### src/hw/rtl/billboard_quad_corner_generator_unit_macros.svh
// Assertion macros shared by the billboard quad corner generator RTL.
// Each macro expands to one labeled concurrent assertion on clk and arst_n.
`ifndef BILLBOARD_QUAD_CORNER_GENERATOR_UNIT_MACROS_SVH
`define BILLBOARD_QUAD_CORNER_GENERATOR_UNIT_MACROS_SVH

// Consequent must hold in the same cycle as the antecedent.
`define BQCG_ASSERT_NOW(lbl, ante, cons, msg) \
	lbl: assert property (@(posedge clk) disable iff (!arst_n) (ante) |-> (cons)) \
		else $error(msg);

// Consequent must hold in the cycle after the antecedent.
`define BQCG_ASSERT_NEXT(lbl, ante, cons, msg) \
	lbl: assert property (@(posedge clk) disable iff (!arst_n) (ante) |=> (cons)) \
		else $error(msg);

`endif

### src/hw/rtl/bqcg_pkg.sv
// Package for the billboard quad corner generator: widths, constants,
// the arctangent table, the cell payload structs and the output rounding.
package bqcg_pkg;

	localparam int CORDIC_STEPS_DEF = 16;
	localparam int TAB_LEN = 24;
	localparam int VW = 28;   // vectoring x/y width
	localparam int RW = 27;   // rotation x/y width
	localparam int DW = 26;   // corner distance width
	localparam int AW = 32;   // binary angle width
	localparam logic signed [30:0] INV_GAIN = 31'sd652032874;
	localparam logic [AW-1:0] HALF_TURN = 32'h8000_0000;
	localparam logic [AW-1:0] QUARTER_TURN = 32'h4000_0000;
	localparam logic signed [17:0] POS_MAX = 18'sd131071;
	localparam logic signed [17:0] POS_MIN = -18'sd131072;

	typedef struct packed {
		logic                 valid;
		logic                 zero;
		logic                 bottom;
		logic [15:0]          sx;
		logic [15:0]          rot;
		logic signed [VW-1:0] ax;
		logic signed [VW-1:0] ay;
		logic [AW-1:0]        az;
		logic signed [VW-1:0] bx;
		logic signed [VW-1:0] by;
	} vec_beat_t;

	typedef struct packed {
		logic                 valid;
		logic                 last;
		logic [1:0]           corner;
		logic                 flip;
		logic signed [RW-1:0] x;
		logic signed [RW-1:0] y;
		logic signed [AW-1:0] z;
	} rot_beat_t;

	function automatic logic [AW-1:0] atan_val(input int idx);
		logic [AW-1:0] r;
		unique case (idx)
			0: r = 32'd536870912;  1: r = 32'd316933405;  2: r = 32'd167458907;
			3: r = 32'd85004756;   4: r = 32'd42667331;   5: r = 32'd21354465;
			6: r = 32'd10680862;   7: r = 32'd5340245;    8: r = 32'd2670163;
			9: r = 32'd1335087;    10: r = 32'd667544;    11: r = 32'd333772;
			12: r = 32'd166886;    13: r = 32'd83443;     14: r = 32'd41722;
			15: r = 32'd20861;     16: r = 32'd10430;     17: r = 32'd5215;
			18: r = 32'd2608;      19: r = 32'd1304;      20: r = 32'd652;
			21: r = 32'd326;       22: r = 32'd163;       23: r = 32'd81;
			default: r = '0;
		endcase
		return r;
	endfunction

	// Round a 12-fraction-bit value to Q14.4 and saturate.
	function automatic logic signed [17:0] to_q4(input logic signed [RW:0] v);
		logic signed [RW+1:0] t;
		logic signed [RW+1:0] r;
		logic signed [17:0]   o;
		t = (RW+2)'(v) + (RW+2)'(128);
		r = t >>> 8;
		if (r > (RW+2)'(POS_MAX))
			o = POS_MAX;
		else if (r < (RW+2)'(POS_MIN))
			o = POS_MIN;
		else
			o = r[17:0];
		return o;
	endfunction

endpackage

### src/hw/rtl/bqcg_rot_cell.sv
// One rotation CORDIC cell: turns the corner vector by one table step.
// Depends on bqcg_pkg.
module bqcg_rot_cell #(
	parameter int STEP = 0
) (
	input  logic                 clk,
	input  logic                 arst_n,
	input  logic                 en,
	input  bqcg_pkg::rot_beat_t  d,
	output bqcg_pkg::rot_beat_t  q
);
	import bqcg_pkg::*;

	rot_beat_t nx;

	always_comb begin
		nx = d;
		if (!d.z[AW-1]) begin
			nx.x = d.x - (d.y >>> STEP);
			nx.y = d.y + (d.x >>> STEP);
			nx.z = d.z - $signed(atan_val(STEP));
		end else begin
			nx.x = d.x + (d.y >>> STEP);
			nx.y = d.y - (d.x >>> STEP);
			nx.z = d.z + $signed(atan_val(STEP));
		end
	end

	always_ff @(posedge clk or negedge arst_n) begin
		if (!arst_n) begin
			q <= '0;
		end else if (en) begin
			q <= nx;
		end
	end

endmodule

### config.mk
export PLATFORM = sky130hd
export DESIGN_NAME = bqcg_rot_cell
export DESIGN_NICKNAME = d
export VERILOG_FILES = /design/src/hw/rtl/billboard_quad_corner_generator_unit_macros.svh /design/src/hw/rtl/bqcg_pkg.sv /design/src/hw/rtl/bqcg_rot_cell.sv
export SDC_FILE = /design/constraint.sdc
export NUM_CORES = 1
export LEC_CHECK = 0
export BUFFER_PORTS_ARGS = -buffer_cell sky130_fd_sc_hd__buf_2
export CAP_MARGIN = 10
export CELL_PAD_IN_SITES_DETAIL_PLACEMENT = 0
export CELL_PAD_IN_SITES_GLOBAL_PLACEMENT = 1
export CORE_MARGIN = 3
export CORE_UTILIZATION = 41
export CTS_CLUSTER_SIZE = 24
export DETAILED_ROUTE_END_ITERATION = 7
export PLACE_DENSITY_LB_ADDON = 0.05
export SETUP_SLACK_MARGIN = 0.05
export SLEW_MARGIN = 20
export SYNTH_ARGS = -nofsm -noshare
export SYNTH_HDL_FRONTEND = slang
export SYNTH_SLANG_ARGS = --single-unit
### constraint.sdc
create_clock -name clk -period 1.4 [get_ports clk]
set_clock_uncertainty 0.2 [all_clocks]
set_input_delay 0.14 -clock clk [delete_from_list [all_inputs] [get_ports clk]]
set_output_delay 0.14 -clock clk [all_outputs]
set_load 0.01 [all_outputs]
Word-level counts from Yosys, hierarchy flattened

Cells that the tools add are included.

Register bits: 91
Bits of input ports: 94
Output and inout bits: 91
Logic and storage cells: 13

Add/sub/neg operators: 5
Mux-type cells: 1

Operator list:

| cell                                                                  | number |
|---|---|
| 86-bit 2-to-1 mux                                                     | 1 |
| 27-bit subtractor                                                     | 2 |
| 32-bit by 31-bit adder with 32-bit output, second input constant      | 1 |
| 32-bit by 31-bit subtractor with 32-bit output, second input constant | 1 |
| 27-bit adder                                                          | 1 |

Depth between registers and ports, before layout

Gate-level depths: netlist of run 1.

Depth in word-level cells: 2
Depth in mapped cells: 12
Gate-level depth less buffers: 12

Least setup slack after synthesis of run 1

Ideal clock, no wire load.

Path type: input -> register
Start: in d[33] (netlist bit)
End: reg q[47] (netlist bit)
Library setup time: 0.125 ns
Arrival: 2.373 ns
Required time: 1.075 ns
Path slack: -1.297 ns
Stages on the path: 11
Path buffers: 0
Cell sequence: inv_1 -> ha_1 -> nor2b_1 -> o21ai_0 -> a21oi_1 -> or4_1 -> a41oi_1 -> nor2_1 -> o21ai_0 -> nand2b_1 -> mux2_2

Word-level cells in the longest chain between the ends: 2
Elaborated cells between the ends (all ways): 3
Classes of those cells: 2 x add/sub; 1 x mux

RTL lines:

| what                                                     | line                                     | text |
|---|---|---|
| start: declaration                                       | bqcg_rot_cell.sv:9                       | `input bqcg_pkg::rot_beat_t d,` |
| 27-bit adder / 27-bit subtractor (equally long branches) | bqcg_rot_cell.sv:20, bqcg_rot_cell.sv:24 |  |
| 86-bit 2-to-1 mux (*)                                    | bqcg_rot_cell.sv:18                      | `if (!d.z[AW-1]) begin` |
| end signal: assignment                                   | bqcg_rot_cell.sv:33                      | `q <= nx;` |
| end: declaration                                         | bqcg_rot_cell.sv:10                      | `output bqcg_pkg::rot_beat_t q` |

Every way passes the cells marked *; elsewhere a longest branch is shown, timed or not.
A chain may end at the register's enable or synchronous reset.

Final worst setup path of run 1

Start: in d[59] (netlist bit)
End: reg q[52] (netlist bit)

Same word-level chain as after synthesis.

==> impl_metrics.ini, run 1 <==
[logic_synthesis]
ys_seq_elements = 90
syn-num-nets = 1119
synth_cell_types = 69
synth_edf_count = 0
async_flop_share_pct = 100.0
synth_cells = 943
syn_area_per_cell_um2 = 8.278
ys_warn_count = 0
synthFlopType = dfrtp_1
syn_area_um2 = 7806
seq_area_frac_synth_pct = 28.85

[grt]
grt_usage_pct = 29.37
grt_max_degree = 54
use_met3_pct = 5.225
overflow = 0
grt_pass1_vias = 9282
grt.busiest_layer = met2
grt_pass1_wl_um = 48240
antenna_found_initial = 0
globalRouteMet2Util_pct = 50.39
grt.met1_usage_pct = 37.56

[status]
violations = negative hold slack, negative setup slack
status = finished with violations

[power]
power_density_nw_per_um2 = 848.1
swShare_pct = 38.19
p_comb_share_pct = 49.4
p_seq_share_pct = 28.5
power_switching_w = 0.004423
p_clk_share_pct = 22.1
p_int_w = 0.007158
power_leakage_nw = 6.431
vdd_drop_max_mv = 0.6506

[hold_path]
min_from = d[30]
hp-class = input pin to register
hold_path_depth = 3
hold_end = q[31]$_DFFE_PN0P_

[die]
coreArea_um2 = 18330
num_rows = 49
die_y_um = 144.0
fp.dieArea_um2 = 20730
die_w_um = 144.0
io_pins = 185
start_util_pct = 42.58

[setup_path]
ff2ff_setup_slack_ns = 0.23
reg2reg_depth = 2
worstPathArrival_ns = 2.61
r2r-start = q[83]$_DFFE_PN0P_
critical_path.max_fanout = 2
worstSetupPathType = input pin to register
reg2reg_to = q[83]$_DFFE_PN0P_
startpoint_type = input pin
end_kind = register
required_ns = 1.44

[final_layout]
drive_above_1_share_pct = 52.66
syn_to_final_growth_pct = 74.93
largest_register_ffs = 90
top_regs = q x90
regMostFlops = q
layout.nets = 1618
final_area_um2 = 13660

[routing]
postRouteAntennaNets = 0
totalWireLength_um = 31380
drc_errors = 0
routed_via_density = 5.431
dr.pass1.iters = 5
via_count = 9108
wl_per_cell_um = 18.71
drt_iter0_drc = 693

[clock_tree]
numCtsBuffers = 9
htree_levels = 3
path_clk_slew_ns = 0.07
clockBufferDepth = 2
clock_latency_ns = 0.36
cts_tree = done
clock-sinks = 90
cts-root-buf = clkbuf_16

[placement]
post-place-ws_ns = -1.608
port_buffers = 184
place.gp.congestion = 0.9203
placed_cell_area_um2 = 11270
dp_hpwl_um = 22440

[sta]
rsz0062_at_grt = true
fin_ws_ns = -1.164
finalCriticalPeriod_ns = 2.564
whs_ns = -0.07707
hold_violations = 2
tightest_slew_ns = 0.6802
relSlewSlack_pct = 54.17
setup_viol = 48
fmax_mhz = 390.1
drv_slew = 0
fin_crit_sh_pct = 183.1

[job]
max-cap-violations = 0
-- worst max-delay path by stage --
stage          slack (ns)           endpoint  startpoint
2_1_floorplan       -1.15  q[83]$_DFFE_PN0P_       d[61]
5_1_grt             -1.26  q[52]$_DFFE_PN0P_       d[59]
4_1_cts             -1.09  q[56]$_DFFE_PN0P_       d[59]
6_report            -1.16  q[52]$_DFFE_PN0P_       d[59]
3_5_place_dp        -1.61  q[83]$_DFFE_PN0P_       d[59]
3_3_place_gp        -1.55  q[56]$_DFFE_PN0P_       d[59]
-- cell usage after synthesis (all sizes together), types with 3 or more instances --
master,count,area [um2]
nand3,19,95.09
buf,15,82.58
o31ai,8,60.06
o211ai,11,82.58
nand2,43,161.4
a2111oi,6,58.80
dfrtp,90,2252
o41ai,5,51.30
mux2,45,506.7
o21a,13,97.59
nor2b,11,68.82
nor2,92,345.3
nand2b,10,62.56
clkinv,4,15.01
or3,6,37.54
a31oi,5,31.28
a21o,22,165.2
o2111ai,3,26.28
o21ai,62,310.3
mux2i,8,80.08
fa,4,80.08
nor3,22,110.1
o31a,3,26.28
a211o,3,26.28
xnor2,38,332.8
nor4,6,37.54
a21oi,117,585.6
clkbuf,38,142.6
and2,4,25.02
inv,82,307.8
a211oi,6,50.05
ha,78,975.9
o21bai,11,82.58
o22ai,4,31.28
xor2,5,43.79
nand4,11,68.82
and3,3,18.77
-- logic make-up after synthesis --
family	count (synthesis)	synth area share [%]
xor gates and xnor gates	43	4.824
AOI/OAI and AO/OA	303	24.44
adders and majority gates	82	13.53
and+or+nand+nor	233	13.82
DFF	90	28.85
muxes	53	7.517
buffers and inverters	139	7.020
-- power by group through the flow --
stage | Combinational, W | Sequential (W) | Clock, W
2_1_floorplan | 0.00220 | 0.00351 | 0
4_1_cts | 0.00538 | 0.00329 | 0.00261
5_1_grt | 0.00615 | 0.00335 | 0.00270
3_5_place_dp | 0.00458 | 0.00334 | 0
3_3_place_gp | 0.00455 | 0.00333 | 0
6_report | 0.00572 | 0.00331 | 0.00256
-- cell type report --
class / count / area, um2
Antenna cell: 1 / 2.502
Clock buffer: 9 / 225.2
Clock inverter: 7 / 81.33
Fill cell: 1330 / 4676
Inverter: 86 / 386.6
Multi-Input combinational cell: 714 / 6302
Sequential cell: 90 / 2252
Tap cell: 229 / 286.5
Timing Repair Buffer: 541 / 4119
-- placed cells by master (no fill, tap or decap), types with 8 or more instances in the layout --
cell type / synthesis / layout
clkbuf_16: 0 / 9
ha_4: 0 / 19
buf_12: 0 / 13
ha_1: 78 / 52
a21oi_4: 0 / 10
mux2_2: 45 / 37
dlygate4sd3_1: 0 / 39
buf_4: 1 / 276
mux2_4: 0 / 8
inv_1: 82 / 61
a21o_1: 22 / 22
nand4_1: 11 / 11
o211ai_1: 11 / 11
dfrtp_1: 90 / 90
xnor2_1: 38 / 36
nand2_1: 43 / 35
o21ai_1: 2 / 8
nand2b_1: 10 / 9
buf_2: 6 / 167
nor2_1: 92 / 79
nor3_1: 22 / 12
inv_2: 0 / 9
o21ai_2: 0 / 16
a21oi_2: 0 / 21
buf_6: 2 / 38
o21ai_0: 60 / 31
o21a_1: 13 / 13
a21oi_1: 117 / 86
o21bai_1: 11 / 9
nand3_1: 19 / 15
-- stage by stage --
stage	TNS, ns	instances	util [%]	hold WS [ns]	power [W]
global route	-43.01	1676	74.48	-0.03666	0.01220
detailed placement	-63.10	1573	61.49	-0.05964	0.007916
floorplan	-37.26	943	-	-0.3556	0.005707
global placement	-62.16	1573	61.49	-0.05236	0.007877
CTS	-36.43	1670	72.51	-0.08432	0.01128
finish	-39.28	1677	74.49	-0.07707	0.01158
-- layer usage --
metal / part of all wire [%] / wire [um]
met5: 0 / 0
met4: 2.6 / 806
met3: 6.5 / 2026
met2: 49 / 15230
met1: 42 / 13310
-- critical path, stage by stage --
cell,delay [ns]
buf_12,0.11
buf_8,0.12
ha_4,0.16
fa_2,0.35
nor2b_4,0.15
o211ai_1,0.30
nand3_2,0.17
a21oi_4,0.27
buf_6,0.15
o41ai_2,0.06
and2_1,0.16
a311oi_2,0.22
xnor2_1,0.16
a21oi_1,0.09
-- timing repair --
item                       CTS  global route
hold endpoints to repair   129             3
pin swaps                  150            76
setup endpoints to repair   50            52
buffers inserted            56            15
cloned                       1             0
hold buffers                39             1
gates resized for setup    223            76
Power figures use the tool's default switching activity.
==> run 2, diff against run 1 <==
--- a/config.mk
+++ b/config.mk
@@ -13,9 +13,11 @@
 export CORE_UTILIZATION = 41
 export CTS_CLUSTER_SIZE = 24
 export DETAILED_ROUTE_END_ITERATION = 7
+export GPL_ROUTABILITY_DRIVEN = 0
 export PLACE_DENSITY_LB_ADDON = 0.05
 export SETUP_SLACK_MARGIN = 0.05
 export SLEW_MARGIN = 20
 export SYNTH_ARGS = -nofsm -noshare
 export SYNTH_HDL_FRONTEND = slang
 export SYNTH_SLANG_ARGS = --single-unit
+export TNS_END_PERCENT = 5
==> run 2 against run 1 <==
The flow finishes with violations (design-rule violations, negative hold slack, negative setup slack). First-iteration DRC count is 13% lower. Flip-flop and latch count stayed put. Critical path depth is 1 lower. Combinational power is 11% lower. Total power is 6.0% lower.
==> impl_metrics.ini, run 2 (synthesized netlist as in run 1, its figures left out) <==
[status]
status = finished with violations
violations = design-rule violations, negative hold slack, negative setup slack

[final_layout]
syn_to_final_growth_pct = 61.58
largest_register_ffs = 90
final_cell_mix = 276 x buf_4, 176 x buf_2, 102 x a21oi_1, 91 x nor2_1, 90 x dfrtp_1
antenna_cells = 0
regMostFlops = q
layout.nets = 1594
layout_commonest_cell = buf_4
drive_above_1_share_pct = 45.47
fin_cells = 1652
top_regs = q x90

[routing]
wl_per_cell_um = 17.77
drt_iter0_drc = 603
drc_errors = 1
postRouteAntennaNets = 0
via_count = 8883
routed_via_density = 5.377
totalWireLength_um = 29350
dr.pass1.iters = 7

[setup_path]
critical_path.max_fanout = 3
reg2reg_depth = 2
ff2ff_setup_slack_ns = 0.23
end_kind = register
endpoint = q[56]$_DFFE_PN0P_
r2r-start = q[83]$_DFFE_PN0P_
cp-startpoint = d[59]
reg2reg_to = q[83]$_DFFE_PN0P_
worstSetupPathType = input pin to register
startpoint_type = input pin
required_ns = 1.47
worstPathArrival_ns = 2.71

[sta]
finalCriticalPeriod_ns = 2.634
whs_ns = -0.03361
rsz0062_at_grt = true
fin_ws_ns = -1.234
tightest_slew_ns = 0.5977
finalSetupTns_ns = -40.09
fin_crit_sh_pct = 188.1
setup_viol = 48
hold_violations = 2
drv_slew = 0
relSlewSlack_pct = 60.08
fmax_mhz = 379.7

[die]
io_pins = 185
fp.dieArea_um2 = 20730
num_rows = 49
die_y_um = 144.0
start_util_pct = 42.58
coreArea_um2 = 18330
die_w_um = 144.0

[clock_tree]
clockBufferDepth = 2
htree_levels = 3
clock-sinks = 90
cts_tree = done
clock_latency_ns = 0.35
path_clk_slew_ns = 0.07
cts-root-buf = clkbuf_16
numCtsBuffers = 9

[grt]
grt_pass1_wl_um = 44590
globalRouteMet2Util_pct = 44.76
grt.busiest_layer = met2
grt_max_degree = 39
use_met3_pct = 4.001
grt.met1_usage_pct = 36.94
grt_pass1_vias = 8541
overflow = 0
grt_usage_pct = 27.00
antenna_found_initial = 0

[placement]
post-place-ws_ns = -1.789
numPlacedInstances = 1574
port_buffers = 184
dp_hpwl_um = 22120

[power]
power_leakage_nw = 6.103
vdd_drop_max_mv = 0.6036
power_density_nw_per_um2 = 863.4

[hold_path]
hp-class = input pin to register

[job]
max-cap-violations = 0
[run 2: worst min-delay path by stage]
stage                      start                 to  slack [ns]  cells after the start
after floorplan           arst_n   q[0]$_DFFE_PN0P_       -0.36                      0
after global placement    arst_n  q[22]$_DFFE_PN0P_       -0.18                      1
after detailed placement  arst_n  q[22]$_DFFE_PN0P_       -0.18                      1
after CTS                  d[30]  q[31]$_DFFE_PN0P_       -0.03                      3
after global routing       d[30]  q[31]$_DFFE_PN0P_       0.003                      3
final                      d[30]  q[31]$_DFFE_PN0P_       -0.03                      3
[run 2: layer usage]
layer  vias up  wire length (um)
met5         -                 0
met4         0               819
met3        65              1849
met2       337             13680
met1      4189             13000
li1       4292                 -
[run 2: power by group]
part	internal [W]	switching (W)
registers	0.00303	0.000240
clock network	0.00127	0.00126
logic	0.00248	0.00261
[run 2: layout make-up]
type,instances,area (um2)
multi-input combinational,714,5719
fill,1527,5718
timing repair buffer,517,3700
sequential,90,2252
inverter,86,351.6
tap,229,286.5
clock buffer,9,225.2
clock inverter,7,78.83
[run 2: through the flow]
step                      hold WS [ns]  total power (W)  util (%)  cell area [um2]
final                         -0.03361          0.01089     68.81            12610
after detailed placement       -0.1777         0.007757     60.02            11000
after floorplan                -0.3556         0.005559         -             7919
after global placement         -0.1753         0.007715     60.02            11000
after CTS                     -0.03423          0.01050     65.24            11960
after global routing          0.003120          0.01148     68.81            12610
[run 2: what timing repair did]
| item | 4_1_cts | 5_1_grt |
|---|---|---|
| hold buffers | 43 | 1 |
| setup endpoints to repair | 50 | 60 |
| gates resized for setup | 29 | 140 |
| endpoints found under the hold margin | 136 | 1 |
| setup buffers | 10 | 12 |
| pin swaps | 21 | 66 |
[run 2: critical path: stages]
cell      delay [ns]
buf_12          0.12
ha_4            0.16
fa_2            0.37
nor2b_2         0.13
o21ai_2         0.08
a21o_1          0.22
a211oi_4        0.31
buf_4           0.16
o21a_1          0.17
o32ai_4         0.12
o21a_1          0.21
or3_1           0.35
a31oi_1         0.16
==> run 3, diff against run 2 <==
--- a/config.mk
+++ b/config.mk
@@ -5,17 +5,18 @@
 export SDC_FILE = /design/constraint.sdc
 export NUM_CORES = 1
 export LEC_CHECK = 0
+export ABC_AREA = 1
 export BUFFER_PORTS_ARGS = -buffer_cell sky130_fd_sc_hd__buf_2
 export CAP_MARGIN = 10
 export CELL_PAD_IN_SITES_DETAIL_PLACEMENT = 0
 export CELL_PAD_IN_SITES_GLOBAL_PLACEMENT = 1
 export CORE_MARGIN = 3
-export CORE_UTILIZATION = 41
+export CORE_UTILIZATION = 39
 export CTS_CLUSTER_SIZE = 24
 export DETAILED_ROUTE_END_ITERATION = 7
 export GPL_ROUTABILITY_DRIVEN = 0
 export PLACE_DENSITY_LB_ADDON = 0.05
-export SETUP_SLACK_MARGIN = 0.05
+export SKIP_LAST_GASP = 1
 export SLEW_MARGIN = 20
 export SYNTH_ARGS = -nofsm -noshare
 export SYNTH_HDL_FRONTEND = slang
==> run 3 against run 2 <==
The flow finishes with violations (negative setup slack). Critical path depth is 1 higher. Setup slack gained 0.87 ns. Cell count grew 40%. Routed wire length increased by 21%. Clock-buffer cell count is the same. Area after synthesis is 20% higher. Largest cell class unchanged.
==> impl_metrics.ini, run 3 <==
[placement]
dp_hpwl_um = 28920
port_buffers = 184
post-place-ws_ns = -1.026

[sta]
hold_violations = 0
tightest_slew_ns = 0.4673
fin_crit_sh_pct = 125.9
fmax_mhz = 567.2
finalCriticalPeriod_ns = 1.763
rsz0062_at_grt = true
fin_ws_ns = -0.3631
drv_slew = 0
setup_viol = 48
finalSetupTns_ns = -13.92
relSlewSlack_pct = 68.64

[final_layout]
regMostFlops = q
largest_register_ffs = 90
ff_latch_area_um2 = 2252
multi_input_area_um2 = 7082
final_cell_mix = 550 x nand2_1, 231 x buf_4, 205 x inv_1, 174 x buf_2, 91 x nand3_1
layout_commonest_cell = nand2_1
fillers = 2262
drive_above_1_share_pct = 37.19
syn_to_final_growth_pct = 53.92
antenna_cells = 0
top_regs = q x90
layout.nets = 2159

[clock_tree]
cts-root-buf = clkbuf_16
clockBufferDepth = 2
clock_latency_ns = 0.33
clock-sinks = 90
cts_tree = done
htree_levels = 3
path_clk_slew_ns = 0.07
numCtsBuffers = 9

[grt]
grt_pass1_vias = 10810
grt_usage_pct = 27.05
antenna_found_initial = 0
overflow = 0
grt_max_degree = 47
grt_pass1_wl_um = 56700

[setup_path]
required_ns = 1.44
crit_chain = buf_6 -> ha_4 -> buf_4 -> nand2_1 -> nand2_1 -> a21oi_2 -> nand2_2 -> buf_4 -> nand2_1 -> nand3_1 -> nand2_1 -> nand3_1 -> nand3_1 -> nand2_1
worstPathArrival_ns = 1.80
cp_slowest_cell = ha_4
critical_path.max_fanout = 5
cp-startpoint = d[66]
ff2ff_setup_slack_ns = 0.48
crit_path_frequent_cell = nand2_1
end_kind = register
critical-path-max-stage-delay_ns = 0.26
cp.buffers_inverters = 3
reg2reg_depth = 2
reg2reg_to = q[55]$_DFFE_PN0P_
startpoint_type = input pin
worstSetupPathType = input pin to register
path_depth = 14
cp_top_family = simple AND/OR/NAND/NOR gates
r2r-start = q[55]$_DFFE_PN0P_
endpoint = q[56]$_DFFE_PN0P_

[die]
die_y_um = 161.2
coreArea_um2 = 23540
die_w_um = 161.2
num_rows = 56
start_util_pct = 39.88
fp.dieArea_um2 = 25970
io_pins = 185

[routing]
routed_via_density = 4.819
drt_iter0_drc = 717
drc_errors = 0
via_count = 11110
postRouteAntennaNets = 0
wl_per_cell_um = 15.46
dr.pass1.iters = 5
totalWireLength_um = 35640

[logic_synthesis]
synth_compound_area_share_pct = 9.475
synth_area_leader_cell = nand2_1
ys_seq_elements = 90
netlist_top_cells_area = nand2_1 25%, dfrtp_1 24%, ha_1 10%
synth-xor-area-share_pct = 2.612
synth_edf_count = 0
synth_cells = 1548
syn_area_per_cell_um2 = 6.065
synth_most_common_cell = nand2_1
synthFlopType = dfrtp_1
synth_cell_types = 37
syn_area_um2 = 9389
yosys.area_share.adder_pct = 11.25
muxShareOfSynthArea_pct = 0
synthTopCellsByCount = 618 x nand2_1, 230 x inv_1, 112 x nand3_1
seq_area_frac_synth_pct = 23.99
syn-num-nets = 1724
synth_top_area_share_pct = 24.71
synth_simple_gate_area_share_pct = 39.75
async_flop_share_pct = 100.0
synth_top_family_by_area = simple AND/OR/NAND/NOR gates
ys_warn_count = 0

[hold_path]
hp-class = input pin to register

[power]
power_density_nw_per_um2 = 800.3
vdd_drop_max_mv = 0.5011
power_leakage_nw = 7.996
power_w = 0.01157

[job]
max-cap-violations = 0

[status]
status = finished with violations
violations = negative setup slack
==> run 3: cell count changes after synthesis, moves of 12 or more <==
| cell | previous run | this run |
|---|---|---|
| o21a_1 | 13 | 1 |
| xor2_1 | 5 | 26 |
| o21ai_0 | 60 | 38 |
| nor2_2 | 0 | 18 |
| mux2_2 | 45 | 0 |
| a21oi_1 | 117 | 73 |
| inv_1 | 82 | 230 |
| nand4_1 | 11 | 23 |
| xnor2_1 | 38 | 2 |
| clkbuf_1 | 38 | 18 |
| a21o_1 | 22 | 1 |
| nand2_1 | 43 | 618 |
| nand3_1 | 19 | 112 |
| nor3_1 | 22 | 0 |
==> run 3: worst min-delay path: cells and delay by family <==
kind | cells | cell delay [ns]
XOR/XNOR | 1 | 0.11
AND/OR/NAND/NOR | 4 | 0.27
buffers and inverters | 1 | 0.08
==> run 3: cells by family after synthesis <==
kind of cell / count (synthesis)
buffers and inverters: 291
xor gates and xnor gates: 28
adders and majority gates: 82
and+or+nand+nor: 897
DFF: 90
AOI/OAI and AO/OA: 160
==> run 3: metrics by stage <==
stage | utilization [%] | cells | cell area [um2] | hold slack (ns)
after floorplan | - | 1548 | 9617 | -0.3556
after global placement | 53.16 | 2231 | 12520 | -0.2183
after detailed placement | 53.16 | 2231 | 12520 | -0.2220
after CTS | 59.00 | 2294 | 13890 | 0.08023
after global routing | 61.38 | 2306 | 14450 | 0.1100
final | 61.38 | 2306 | 14450 | 0.09997
==> run 3: final cells by class <==
cell class / count / area share, %
Multi-Input combinational cell: 1167 / 49.00
Tap cell: 319 / 2.762
Timing Repair Buffer: 480 / 24.29
Clock inverter: 6 / 0.6667
Clock buffer: 9 / 1.558
Sequential cell: 90 / 15.58
Inverter: 235 / 6.139
==> run 3: repair_timing <==
action,CTS,global route
endpoints found under the hold margin,128,0
endpoints found under the setup margin,48,49
pin swaps,41,73
setup buffers,9,12
gates resized for setup,142,144
hold buffers,39,0
==> run 3: how the worst min path moves through the flow <==
stage	from	to	slack, ns	cells after the start
3_5_place_dp	arst_n	q[25]$_DFFE_PN0P_	-0.22	1
3_3_place_gp	arst_n	q[18]$_DFFE_PN0P_	-0.22	1
5_1_grt	en	q[17]$_DFFE_PN0P_	0.11	4
2_1_floorplan	arst_n	q[0]$_DFFE_PN0P_	-0.36	0
4_1_cts	d[58]	q[58]$_DFFE_PN0P_	0.08	6
6_report	d[58]	q[58]$_DFFE_PN0P_	0.1	6
==> run 3: per-layer routing <==
layer	vias up	wire length [um]	global-route usage, %
met5	-	0	0
met4	0	945	6.609
met3	52	2049	2.873
met2	377	15610	44.08
met1	5032	17040	38.62
li1	5652	-	-
==> run 3: where the power goes <==
| group | switching, W | internal (W) |
|---|---|---|
| Sequential | 0.000203 | 0.00296 |
| Combinational | 0.00325 | 0.00248 |
| Clock | 0.00109 | 0.00158 |
